### src/qrpm_pkg.sv
// qrpm_pkg: shared types, constants and arithmetic helpers for qr module placement
// alignment center table, state and config codes, mask evaluation
// no dependencies
`timescale 1ns / 1ps

package qrpm_pkg;

  localparam int MAX_VERSION_DEF = 40;
  localparam int TABLE_VERSIONS  = 41;
  localparam int ALIGN_SLOTS     = 7;

  typedef enum logic [1:0] {
    ST_SETTLE,
    ST_IDLE,
    ST_RUN
  } state_t;

  typedef enum logic {
    CFG_VERSION = 1'b0,
    CFG_MASK    = 1'b1
  } cfg_idx_t;

  typedef struct packed {
    logic [7:0] col;
    logic [7:0] row;
    logic       up;
    logic       left;
    logic       done;
  } walk_t;

  localparam logic [2:0] ALIGN_CNT [0:TABLE_VERSIONS-1] = '{
    3'd0, 3'd0, 3'd2, 3'd2, 3'd2, 3'd2, 3'd2, 3'd3, 3'd3, 3'd3, 3'd3,
    3'd3, 3'd3, 3'd3, 3'd4, 3'd4, 3'd4, 3'd4, 3'd4, 3'd4, 3'd4,
    3'd5, 3'd5, 3'd5, 3'd5, 3'd5, 3'd5, 3'd5, 3'd6, 3'd6, 3'd6,
    3'd6, 3'd6, 3'd6, 3'd6, 3'd7, 3'd7, 3'd7, 3'd7, 3'd7, 3'd7
  };

  localparam logic [7:0] ALIGN_POS [0:TABLE_VERSIONS-1][0:ALIGN_SLOTS-1] = '{
    '{8'd0, 8'd0,   8'd0,   8'd0,   8'd0,   8'd0,   8'd0},
    '{8'd0, 8'd0,   8'd0,   8'd0,   8'd0,   8'd0,   8'd0},
    '{8'd6, 8'd18,  8'd0,   8'd0,   8'd0,   8'd0,   8'd0},
    '{8'd6, 8'd22,  8'd0,   8'd0,   8'd0,   8'd0,   8'd0},
    '{8'd6, 8'd26,  8'd0,   8'd0,   8'd0,   8'd0,   8'd0},
    '{8'd6, 8'd30,  8'd0,   8'd0,   8'd0,   8'd0,   8'd0},
    '{8'd6, 8'd34,  8'd0,   8'd0,   8'd0,   8'd0,   8'd0},
    '{8'd6, 8'd22,  8'd38,  8'd0,   8'd0,   8'd0,   8'd0},
    '{8'd6, 8'd24,  8'd42,  8'd0,   8'd0,   8'd0,   8'd0},
    '{8'd6, 8'd26,  8'd46,  8'd0,   8'd0,   8'd0,   8'd0},
    '{8'd6, 8'd28,  8'd50,  8'd0,   8'd0,   8'd0,   8'd0},
    '{8'd6, 8'd30,  8'd54,  8'd0,   8'd0,   8'd0,   8'd0},
    '{8'd6, 8'd32,  8'd58,  8'd0,   8'd0,   8'd0,   8'd0},
    '{8'd6, 8'd34,  8'd62,  8'd0,   8'd0,   8'd0,   8'd0},
    '{8'd6, 8'd26,  8'd46,  8'd66,  8'd0,   8'd0,   8'd0},
    '{8'd6, 8'd26,  8'd48,  8'd70,  8'd0,   8'd0,   8'd0},
    '{8'd6, 8'd26,  8'd50,  8'd74,  8'd0,   8'd0,   8'd0},
    '{8'd6, 8'd30,  8'd54,  8'd78,  8'd0,   8'd0,   8'd0},
    '{8'd6, 8'd30,  8'd56,  8'd82,  8'd0,   8'd0,   8'd0},
    '{8'd6, 8'd30,  8'd58,  8'd86,  8'd0,   8'd0,   8'd0},
    '{8'd6, 8'd34,  8'd62,  8'd90,  8'd0,   8'd0,   8'd0},
    '{8'd6, 8'd28,  8'd50,  8'd72,  8'd94,  8'd0,   8'd0},
    '{8'd6, 8'd26,  8'd50,  8'd74,  8'd98,  8'd0,   8'd0},
    '{8'd6, 8'd30,  8'd54,  8'd78,  8'd102, 8'd0,   8'd0},
    '{8'd6, 8'd28,  8'd54,  8'd80,  8'd106, 8'd0,   8'd0},
    '{8'd6, 8'd32,  8'd58,  8'd84,  8'd110, 8'd0,   8'd0},
    '{8'd6, 8'd30,  8'd58,  8'd86,  8'd114, 8'd0,   8'd0},
    '{8'd6, 8'd34,  8'd62,  8'd90,  8'd118, 8'd0,   8'd0},
    '{8'd6, 8'd26,  8'd50,  8'd74,  8'd98,  8'd122, 8'd0},
    '{8'd6, 8'd30,  8'd54,  8'd78,  8'd102, 8'd126, 8'd0},
    '{8'd6, 8'd26,  8'd52,  8'd78,  8'd104, 8'd130, 8'd0},
    '{8'd6, 8'd30,  8'd56,  8'd82,  8'd108, 8'd134, 8'd0},
    '{8'd6, 8'd34,  8'd60,  8'd86,  8'd112, 8'd138, 8'd0},
    '{8'd6, 8'd30,  8'd58,  8'd86,  8'd114, 8'd142, 8'd0},
    '{8'd6, 8'd34,  8'd62,  8'd90,  8'd118, 8'd146, 8'd0},
    '{8'd6, 8'd30,  8'd54,  8'd78,  8'd102, 8'd126, 8'd150},
    '{8'd6, 8'd24,  8'd50,  8'd76,  8'd102, 8'd128, 8'd154},
    '{8'd6, 8'd28,  8'd54,  8'd80,  8'd106, 8'd132, 8'd158},
    '{8'd6, 8'd32,  8'd58,  8'd84,  8'd110, 8'd136, 8'd162},
    '{8'd6, 8'd26,  8'd54,  8'd82,  8'd110, 8'd138, 8'd166},
    '{8'd6, 8'd30,  8'd58,  8'd86,  8'd114, 8'd142, 8'd170}
  };

  // reciprocal multiply, exact for 8-bit inputs
  function automatic logic [7:0] div3(input logic [7:0] v);
    logic [15:0] p;
    p = {8'd0, v} * 16'd171;
    return {1'b0, p[15:9]};
  endfunction

  function automatic logic [1:0] mod3(input logic [7:0] v);
    logic [9:0] q3;
    logic [9:0] r;
    q3 = {2'd0, div3(v)} * 10'd3;
    r  = {2'd0, v} - q3;
    return r[1:0];
  endfunction

  function automatic logic [1:0] red3(input logic [2:0] v);
    logic [2:0] r;
    r = (v >= 3'd3) ? (v - 3'd3) : v;
    return r[1:0];
  endfunction

  function automatic logic mask_hit(input logic [2:0] pat, input logic [7:0] row,
                                    input logic [7:0] col);
    logic [1:0] rm3;
    logic [1:0] cm3;
    logic [1:0] s3;
    logic [1:0] p3;
    logic [3:0] prod;
    logic       p2;
    logic       sum2;
    logic [7:0] cq;
    logic       h;
    rm3  = mod3(row);
    cm3  = mod3(col);
    s3   = red3({1'b0, rm3} + {1'b0, cm3});
    prod = {2'd0, rm3} * {2'd0, cm3};
    p3   = red3(prod[2:0]);
    p2   = row[0] & col[0];
    sum2 = row[0] ^ col[0];
    cq   = div3(col);
    case (pat)
      3'd0:    h = !sum2;
      3'd1:    h = !row[0];
      3'd2:    h = (cm3 == 2'd0);
      3'd3:    h = (s3 == 2'd0);
      3'd4:    h = !(row[1] ^ cq[0]);
      3'd5:    h = !p2 && (p3 == 2'd0);
      3'd6:    h = !(p2 ^ p3[0]);
      default: h = !(sum2 ^ p3[0]);
    endcase
    return h;
  endfunction

endpackage

### src/qr_module_placement_mask.sv
// the first bit of an item is held in a pending register at accept, then registered to the output;
// one placed bit per cycle while results do not stall, except where the walk skips a
// function-pattern position (the one shared position test); one byte at a time
// reset: version 1, mask 0, walk settles at the bottom-right corner
// before the first item is taken; a version write repeats that settle pass
`timescale 1ns / 1ps

module qr_module_placement_mask
  import qrpm_pkg::*;
#(
  parameter int MAX_VERSION = MAX_VERSION_DEF
) (
  input  logic       clk,
  input  logic       rst_n,
  input  logic       in_valid,
  output logic       in_stall,
  input  logic [7:0] in_data_byte,
  output logic       out_valid,
  input  logic       out_stall,
  output logic [7:0] out_module_column,
  output logic [7:0] out_module_row,
  output logic       out_module_dark,
  output logic       out_last_of_byte,
  output logic       out_matrix_full,
  input  logic       cfg_valid,
  output logic       cfg_ready,
  input  logic       cfg_index,
  input  logic [5:0] cfg_data
);

  state_t     state_r, state_nxt;
  walk_t      walk_r, walk_nxt;
  walk_t      walk_adv;
  logic [5:0] ver_r, ver_nxt;
  logic [7:0] n_m1_r, n_m1_nxt;
  logic [2:0] mask_r, mask_nxt;
  logic [7:0] byte_r, byte_nxt;
  logic [2:0] rem_r, rem_nxt;
  logic [7:0] pend_col_r, pend_col_nxt;
  logic [7:0] pend_row_r, pend_row_nxt;
  logic       pend_dark_r, pend_dark_nxt;
  logic       out_valid_r, out_valid_nxt;
  logic [7:0] out_col_r, out_col_nxt;
  logic [7:0] out_row_r, out_row_nxt;
  logic       out_dark_r, out_dark_nxt;
  logic       out_last_r, out_last_nxt;
  logic       out_full_r, out_full_nxt;

  logic [7:0] pos_col;
  logic       func_hit;
  logic       pos_free;
  logic       slot_free;
  logic       mask_bit;
  logic       last_bit;
  logic [5:0] ver_clamped;

  function automatic walk_t advance(input walk_t w, input logic [7:0] n_m1);
    walk_t r;
    r = w;
    if (!w.left) begin
      r.left = 1'b1;
    end else begin
      r.left = 1'b0;
      if (w.up && w.row != 8'd0) begin
        r.row = w.row - 8'd1;
      end else if (!w.up && w.row != n_m1) begin
        r.row = w.row + 8'd1;
      end else if (w.col < 8'd2) begin
        r.done = 1'b1;
      end else begin
        r.col = (w.col == 8'd8) ? 8'd5 : (w.col - 8'd2);
        r.up  = !w.up;
      end
    end
    return r;
  endfunction

  assign pos_col = walk_r.col - {7'd0, walk_r.left};

  qrpm_func_unit u_func (
    .ver      (ver_r),
    .n_m1     (n_m1_r),
    .pos_x    (pos_col),
    .pos_y    (walk_r.row),
    .func_hit (func_hit)
  );

  assign pos_free  = walk_r.done || !func_hit;
  assign slot_free = !out_valid_r || !out_stall;
  assign walk_adv  = advance(walk_r, n_m1_r);
  assign mask_bit  = mask_hit(mask_r, walk_r.row, pos_col);
  assign last_bit  = (rem_r == 3'd0) || walk_r.done;

  assign in_stall          = (state_r != ST_IDLE);
  assign cfg_ready         = 1'b1;
  assign out_valid         = out_valid_r;
  assign out_module_column = out_col_r;
  assign out_module_row    = out_row_r;
  assign out_module_dark   = out_dark_r;
  assign out_last_of_byte  = out_last_r;
  assign out_matrix_full   = out_full_r;

  always_comb begin
    ver_clamped = cfg_data;
    if (cfg_data == 6'd0) begin
      ver_clamped = 6'd1;
    end
    if (cfg_data > 6'(MAX_VERSION)) begin
      ver_clamped = 6'(MAX_VERSION);
    end
  end

  always_comb begin
    state_nxt     = state_r;
    walk_nxt      = walk_r;
    ver_nxt       = ver_r;
    n_m1_nxt      = n_m1_r;
    mask_nxt      = mask_r;
    byte_nxt      = byte_r;
    rem_nxt       = rem_r;
    pend_col_nxt  = pend_col_r;
    pend_row_nxt  = pend_row_r;
    pend_dark_nxt = pend_dark_r;
    out_valid_nxt = out_valid_r && out_stall;
    out_col_nxt   = out_col_r;
    out_row_nxt   = out_row_r;
    out_dark_nxt  = out_dark_r;
    out_last_nxt  = out_last_r;
    out_full_nxt  = out_full_r;

    case (state_r)
      ST_SETTLE: begin
        if (pos_free) begin
          state_nxt = ST_IDLE;
        end else begin
          walk_nxt = walk_adv;
        end
      end
      ST_IDLE: begin
        if (in_valid && !walk_r.done) begin
          byte_nxt      = in_data_byte;
          rem_nxt       = 3'd7;
          pend_col_nxt  = pos_col;
          pend_row_nxt  = walk_r.row;
          pend_dark_nxt = in_data_byte[7] ^ mask_bit;
          walk_nxt      = walk_adv;
          state_nxt     = ST_RUN;
        end
      end
      ST_RUN: begin
        if (!pos_free) begin
          walk_nxt = walk_adv;
        end else if (slot_free) begin
          out_valid_nxt = 1'b1;
          out_col_nxt   = pend_col_r;
          out_row_nxt   = pend_row_r;
          out_dark_nxt  = pend_dark_r;
          out_last_nxt  = last_bit;
          out_full_nxt  = walk_r.done;
          if (last_bit) begin
            state_nxt = ST_IDLE;
          end else begin
            pend_col_nxt  = pos_col;
            pend_row_nxt  = walk_r.row;
            pend_dark_nxt = byte_r[rem_r - 3'd1] ^ mask_bit;
            rem_nxt       = rem_r - 3'd1;
            walk_nxt      = walk_adv;
          end
        end
      end
      default: begin
        state_nxt = ST_SETTLE;
      end
    endcase

    if (cfg_valid) begin
      case (cfg_idx_t'(cfg_index))
        CFG_VERSION: begin
          ver_nxt       = ver_clamped;
          n_m1_nxt      = 8'd16 + {ver_clamped, 2'b00};
          walk_nxt.col  = 8'd16 + {ver_clamped, 2'b00};
          walk_nxt.row  = 8'd16 + {ver_clamped, 2'b00};
          walk_nxt.up   = 1'b1;
          walk_nxt.left = 1'b0;
          walk_nxt.done = 1'b0;
          state_nxt     = ST_SETTLE;
        end
        CFG_MASK: begin
          mask_nxt = cfg_data[2:0];
        end
        default: begin
          mask_nxt = mask_r;
        end
      endcase
    end
  end

  always_ff @(posedge clk) begin
    if (!rst_n) begin
      state_r     <= ST_SETTLE;
      walk_r      <= '{col: 8'd20, row: 8'd20, up: 1'b1, left: 1'b0, done: 1'b0};
      ver_r       <= 6'd1;
      n_m1_r      <= 8'd20;
      mask_r      <= 3'd0;
      rem_r       <= 3'd0;
      out_valid_r <= 1'b0;
    end else begin
      state_r     <= state_nxt;
      walk_r      <= walk_nxt;
      ver_r       <= ver_nxt;
      n_m1_r      <= n_m1_nxt;
      mask_r      <= mask_nxt;
      rem_r       <= rem_nxt;
      out_valid_r <= out_valid_nxt;
    end
  end

  always_ff @(posedge clk) begin
    byte_r      <= byte_nxt;
    pend_col_r  <= pend_col_nxt;
    pend_row_r  <= pend_row_nxt;
    pend_dark_r <= pend_dark_nxt;
    out_col_r   <= out_col_nxt;
    out_row_r   <= out_row_nxt;
    out_dark_r  <= out_dark_nxt;
    out_last_r  <= out_last_nxt;
    out_full_r  <= out_full_nxt;
  end

endmodule

### src/qrpm_func_unit.sv
// qrpm_func_unit: tells whether one matrix position lies on a function pattern
// finders, separators, format, timing, alignment and version areas
// depends on qrpm_pkg
`timescale 1ns / 1ps

module qrpm_func_unit
  import qrpm_pkg::*;
(
  input  logic [5:0] ver,
  input  logic [7:0] n_m1,
  input  logic [7:0] pos_x,
  input  logic [7:0] pos_y,
  output logic       func_hit
);

  logic [2:0]             cnt;
  logic [ALIGN_SLOTS-1:0] near_x;
  logic [ALIGN_SLOTS-1:0] near_y;
  logic                   align_hit;
  logic                   finder_hit;
  logic                   version_hit;
  logic [8:0]             x9;
  logic [8:0]             y9;
  logic [8:0]             far8;
  logic [8:0]             far11;

  assign x9    = {1'b0, pos_x};
  assign y9    = {1'b0, pos_y};
  assign far8  = {1'b0, n_m1} - 9'd8;
  assign far11 = {1'b0, n_m1} - 9'd11;
  assign cnt   = ALIGN_CNT[ver];

  always_comb begin
    near_x = '0;
    near_y = '0;
    for (int i = 0; i < ALIGN_SLOTS; i++) begin
      if (3'(i) < cnt) begin
        near_x[i] = (x9 + 9'd2 >= {1'b0, ALIGN_POS[ver][i]}) &&
                    (x9 <= {1'b0, ALIGN_POS[ver][i]} + 9'd2);
        near_y[i] = (y9 + 9'd2 >= {1'b0, ALIGN_POS[ver][i]}) &&
                    (y9 <= {1'b0, ALIGN_POS[ver][i]} + 9'd2);
      end
    end
  end

  always_comb begin
    align_hit = 1'b0;
    for (int i = 0; i < ALIGN_SLOTS; i++) begin
      for (int k = 0; k < ALIGN_SLOTS; k++) begin
        if (near_x[i] && near_y[k] &&
            !((i == 0 && k == 0) ||
              (i == 0 && 3'(k) == cnt - 3'd1) ||
              (3'(i) == cnt - 3'd1 && k == 0))) begin
          align_hit = 1'b1;
        end
      end
    end
  end

  assign finder_hit = (pos_x < 8'd9 && (pos_y < 8'd9 || y9 > far8)) ||
                      (x9 > far8 && pos_y < 8'd9);

  assign version_hit = (ver >= 6'd7) &&
                       ((pos_x < 8'd6 && y9 > far11) || (pos_y < 8'd6 && x9 > far11));

  assign func_hit = finder_hit || align_hit || version_hit ||
                    pos_x == 8'd6 || pos_y == 8'd6;

endmodule

### config.mk
export PLATFORM = sky130hd
export DESIGN_NAME = qr_module_placement_mask
export DESIGN_NICKNAME = d
export VERILOG_FILES = /design/src/qrpm_pkg.sv /design/src/qr_module_placement_mask.sv /design/src/qrpm_func_unit.sv
export SDC_FILE = /design/constraint.sdc
export NUM_CORES = 1
export LEC_CHECK = 0
export BUFFER_PORTS_ARGS = -buffer_cell sky130_fd_sc_hd__buf_2
export CORE_MARGIN = 3
export CORE_UTILIZATION = 50
export CTS_CLUSTER_SIZE = 12
export DETAILED_ROUTE_END_ITERATION = 16
export MAX_ROUTING_LAYER = met4
export PLACE_DENSITY = 0.66
export SETUP_SLACK_MARGIN = 0.3
export SYNTH_ARGS = -nofsm -noshare
export SYNTH_HDL_FRONTEND = slang
export SYNTH_HIERARCHICAL = 1
export SYNTH_SLANG_ARGS = --single-unit
### constraint.sdc
create_clock -name clk -period 9.52 [get_ports clk]
set_clock_uncertainty 0.15 [all_clocks]
set_input_delay 2.856 -clock clk [delete_from_list [all_inputs] [get_ports clk]]
set_output_delay 2.856 -clock clk [all_outputs]
set_load 0.05 [all_outputs]
==> results.ini <==
[outcome]
status=finished clean

[yosys]
synth.avg_cell_area_sq_um=8.44
yosysSeqAreaShare_pct=17.0
synth-main-ff-cell=edfxtp_1
synth_top_area_cell=ha_1
yosys.area.top_type_share_pct=27.7
netlist_top_cells_area=ha_1, edfxtp_1, dfxtp_1
syn_area_sq_um=12200
synth_commonest_cells=ha_1, inv_1, o21ai_0
synth.most_common_cell=ha_1
ys_warn_count=6
synth_seq_cells=82
synth_enable_flop_cells=44
synth.distinct_cells=87
async_reset_ff_share_pct=0
synthCells=1449

[clocking]
cts_made_buffers=9
postCtsHoldBufs=0
post_cts_buffers=0
clkTransAtPathRegs_ns=0.06
cts_resized=0
cts_tree=built
cts_buffer_depth=2
cts_root_buf=clkbuf_16
cts_max_level=3
clock_latency_ns=0.34
clock-sinks=82

[job]
drv_cap=0

[setup_path]
arrival_ns=8.20
cp_max_fo=19
start_kind=flop
max_stage_delay_ns=0.60
cp_slowest_cell=a2111oi_1
required_ns=9.46
worstSetupPathType=flop to flop
end_kind=flop

[final_layout]
design_area_sq_um=13200
diodes=0
syn_to_final_growth_pct=8.08
post-route-util_pct=55.7
fin_cells=1814
num-nets-final=1802
drive_gt1_share_pct=8.03

[drt]
drt_iter0_markers=1035
vias=11000
ant_nets=0
drc=0
drt-wirelength-per-cell_microns=19.7
detail_route.wirelength_mm=35.8
firstDrtPassIters=5
vias_per_cell=6.07

[floorplan]
rows=56
ios=42
start_util_pct=51.5
dieHeight_microns=162
die_w_microns=162
dieArea_sq_um=26400
core_area_sq_um=23800

[placed_design]
io_buffer_count=40
place.gp.congestion=0.948
dp_hpwl_mm=27.4
place_area_sq_um=12900
placed_cells=1798

[global_route]
grt_pass1_wl_mm=56.1
grt_max_degree=54
antenna_found_initial=0
track_usage_pct=27.6
overflow=0
grt_pass1_vias=10400

[sta]
period_needed_ns=8.27
worst_slew_pin_slew_ns=1.19
fin_tns_setup_ns=0
fin_crit_sh_pct=86.8
max_slew_margin_pct=20.9
setup_viol=0
timing.fmax_ghz=0.121
drv_slew=0
hold_ws_ns=0.267
finalHoldViolations=0
rsz0062_at_grt=no

[pwr]
power_density_nw_per_um2=169
leakagePower_uw=0.00575
peakVddDrop_mv=0.193

[worst_hold_path]
min_path_type=flop to flop

logic make-up after synthesis:
logic type / after synthesis / synth area share (%)
multiplexers: 18 / 1.73
XOR/XNOR: 88 / 6.30
other: 2 / 0.0614
AO/OA/AOI/OAI: 359 / 19.5
AND/OR/NAND/NOR: 408 / 17.5
flip-flops: 82 / 17.0
adder cells (fa/ha/maj): 299 / 31.7
buffers and inverters: 193 / 6.17
through the flow:
step	setup WS, ns	power (uW)
3_5_place_dp	1.30	1830
5_1_grt	0.582	2450
6_report	1.25	2240
3_3_place_gp	1.49	1790
4_1_cts	1.26	2220
2_1_floorplan	1.90	1510
report_power, final:
| part | switching, uW | total, uW | internal, uW |
|---|---|---|---|
| logic | 832 | 1440 | 610 |
| clock network | 146 | 378 | 232 |
| registers | 18.7 | 417 | 398 |
| total | 996 | 2240 | 1240 |
sequential cells by signal, summed over array words and instances (netlist names):
name and flops:
byte_r 8, mask_r 3, n_m1_r 4, out_last_of_byte 1
out_matrix_full 1, out_module_column 8, out_module_dark 1, out_module_row 8
out_valid 1, pend_col_r 8, pend_dark_r 1, pend_row_r 8
rem_r 3, state_r 2, ver_r 6, walk_r 19
cell type report:
class                           instances  area (sq um)
Fill cell                            2130         10500
Clock inverter                          7          98.8
Timing Repair Buffer                   64           380
Inverter                              154           583
Sequential cell                        82          2080
Multi-Input combinational cell       1179          9460
Tap cell                              319           399
Clock buffer                            9           225
layer usage:
layer | GRT usage (%) | wire, microns
met3 | 4.32 | 2700
met2 | 42.1 | 15700
met5 | - | 0
met1 | 38.7 | 16700
met4 | 6.20 | 770
cell usage in the layout, fill, tap and decap left out, types with 11 or more instances in the layout:
cell      Yosys  routed
xor2_1       25      22
nand3_1      42      42
inv_1       153     153
o21ai_0      93      93
nor2b_1      38      38
a21oi_1      77      75
xnor2_1      63      62
ha_1        271     271
nand2_1      88      88
buf_2         5      40
a31oi_1      13      13
nor2_1       74      74
nand2b_1     38      38
a211oi_1     18      18
dfxtp_1      38      38
o21a_1       33      33
nand4_1      21      21
nor4_1       12      12
fa_1         21      21
and2_1       11      11
a21o_1       13      13
nor3_1       30      30
buf_4         3      24
mux2i_1      11      11
edfxtp_1     44      44
path summary, 6_finish.rpt:
check	startpoint	to	slack [ns]	depth (start not counted)
worst max-delay path	walk_r[1]$_SDFF_PN0_	pend_dark_r$_DFFE_PP_	1.25	32
worst min-delay path	pend_col_r[6]$_DFFE_PP_	out_module_column[6]$_DFFE_PP_	0.27	0
worst max register to register	walk_r[1]$_SDFF_PN0_	pend_dark_r$_DFFE_PP_	1.25	32
worst min register to register	pend_col_r[6]$_DFFE_PP_	out_module_column[6]$_DFFE_PP_	0.27	0
critical path: cells and delay by family (launching register included):
family | cells | cell delay (ns)
fa+ha+maj | 9 | 3.00
xor+xnor | 8 | 1.54
compound gates | 6 | 1.36
buf+inv | 5 | 0.85
simple gates | 3 | 0.50
flops | 1 | 0.45
mux | 1 | 0.13
(Power assumes the default switching activity.)
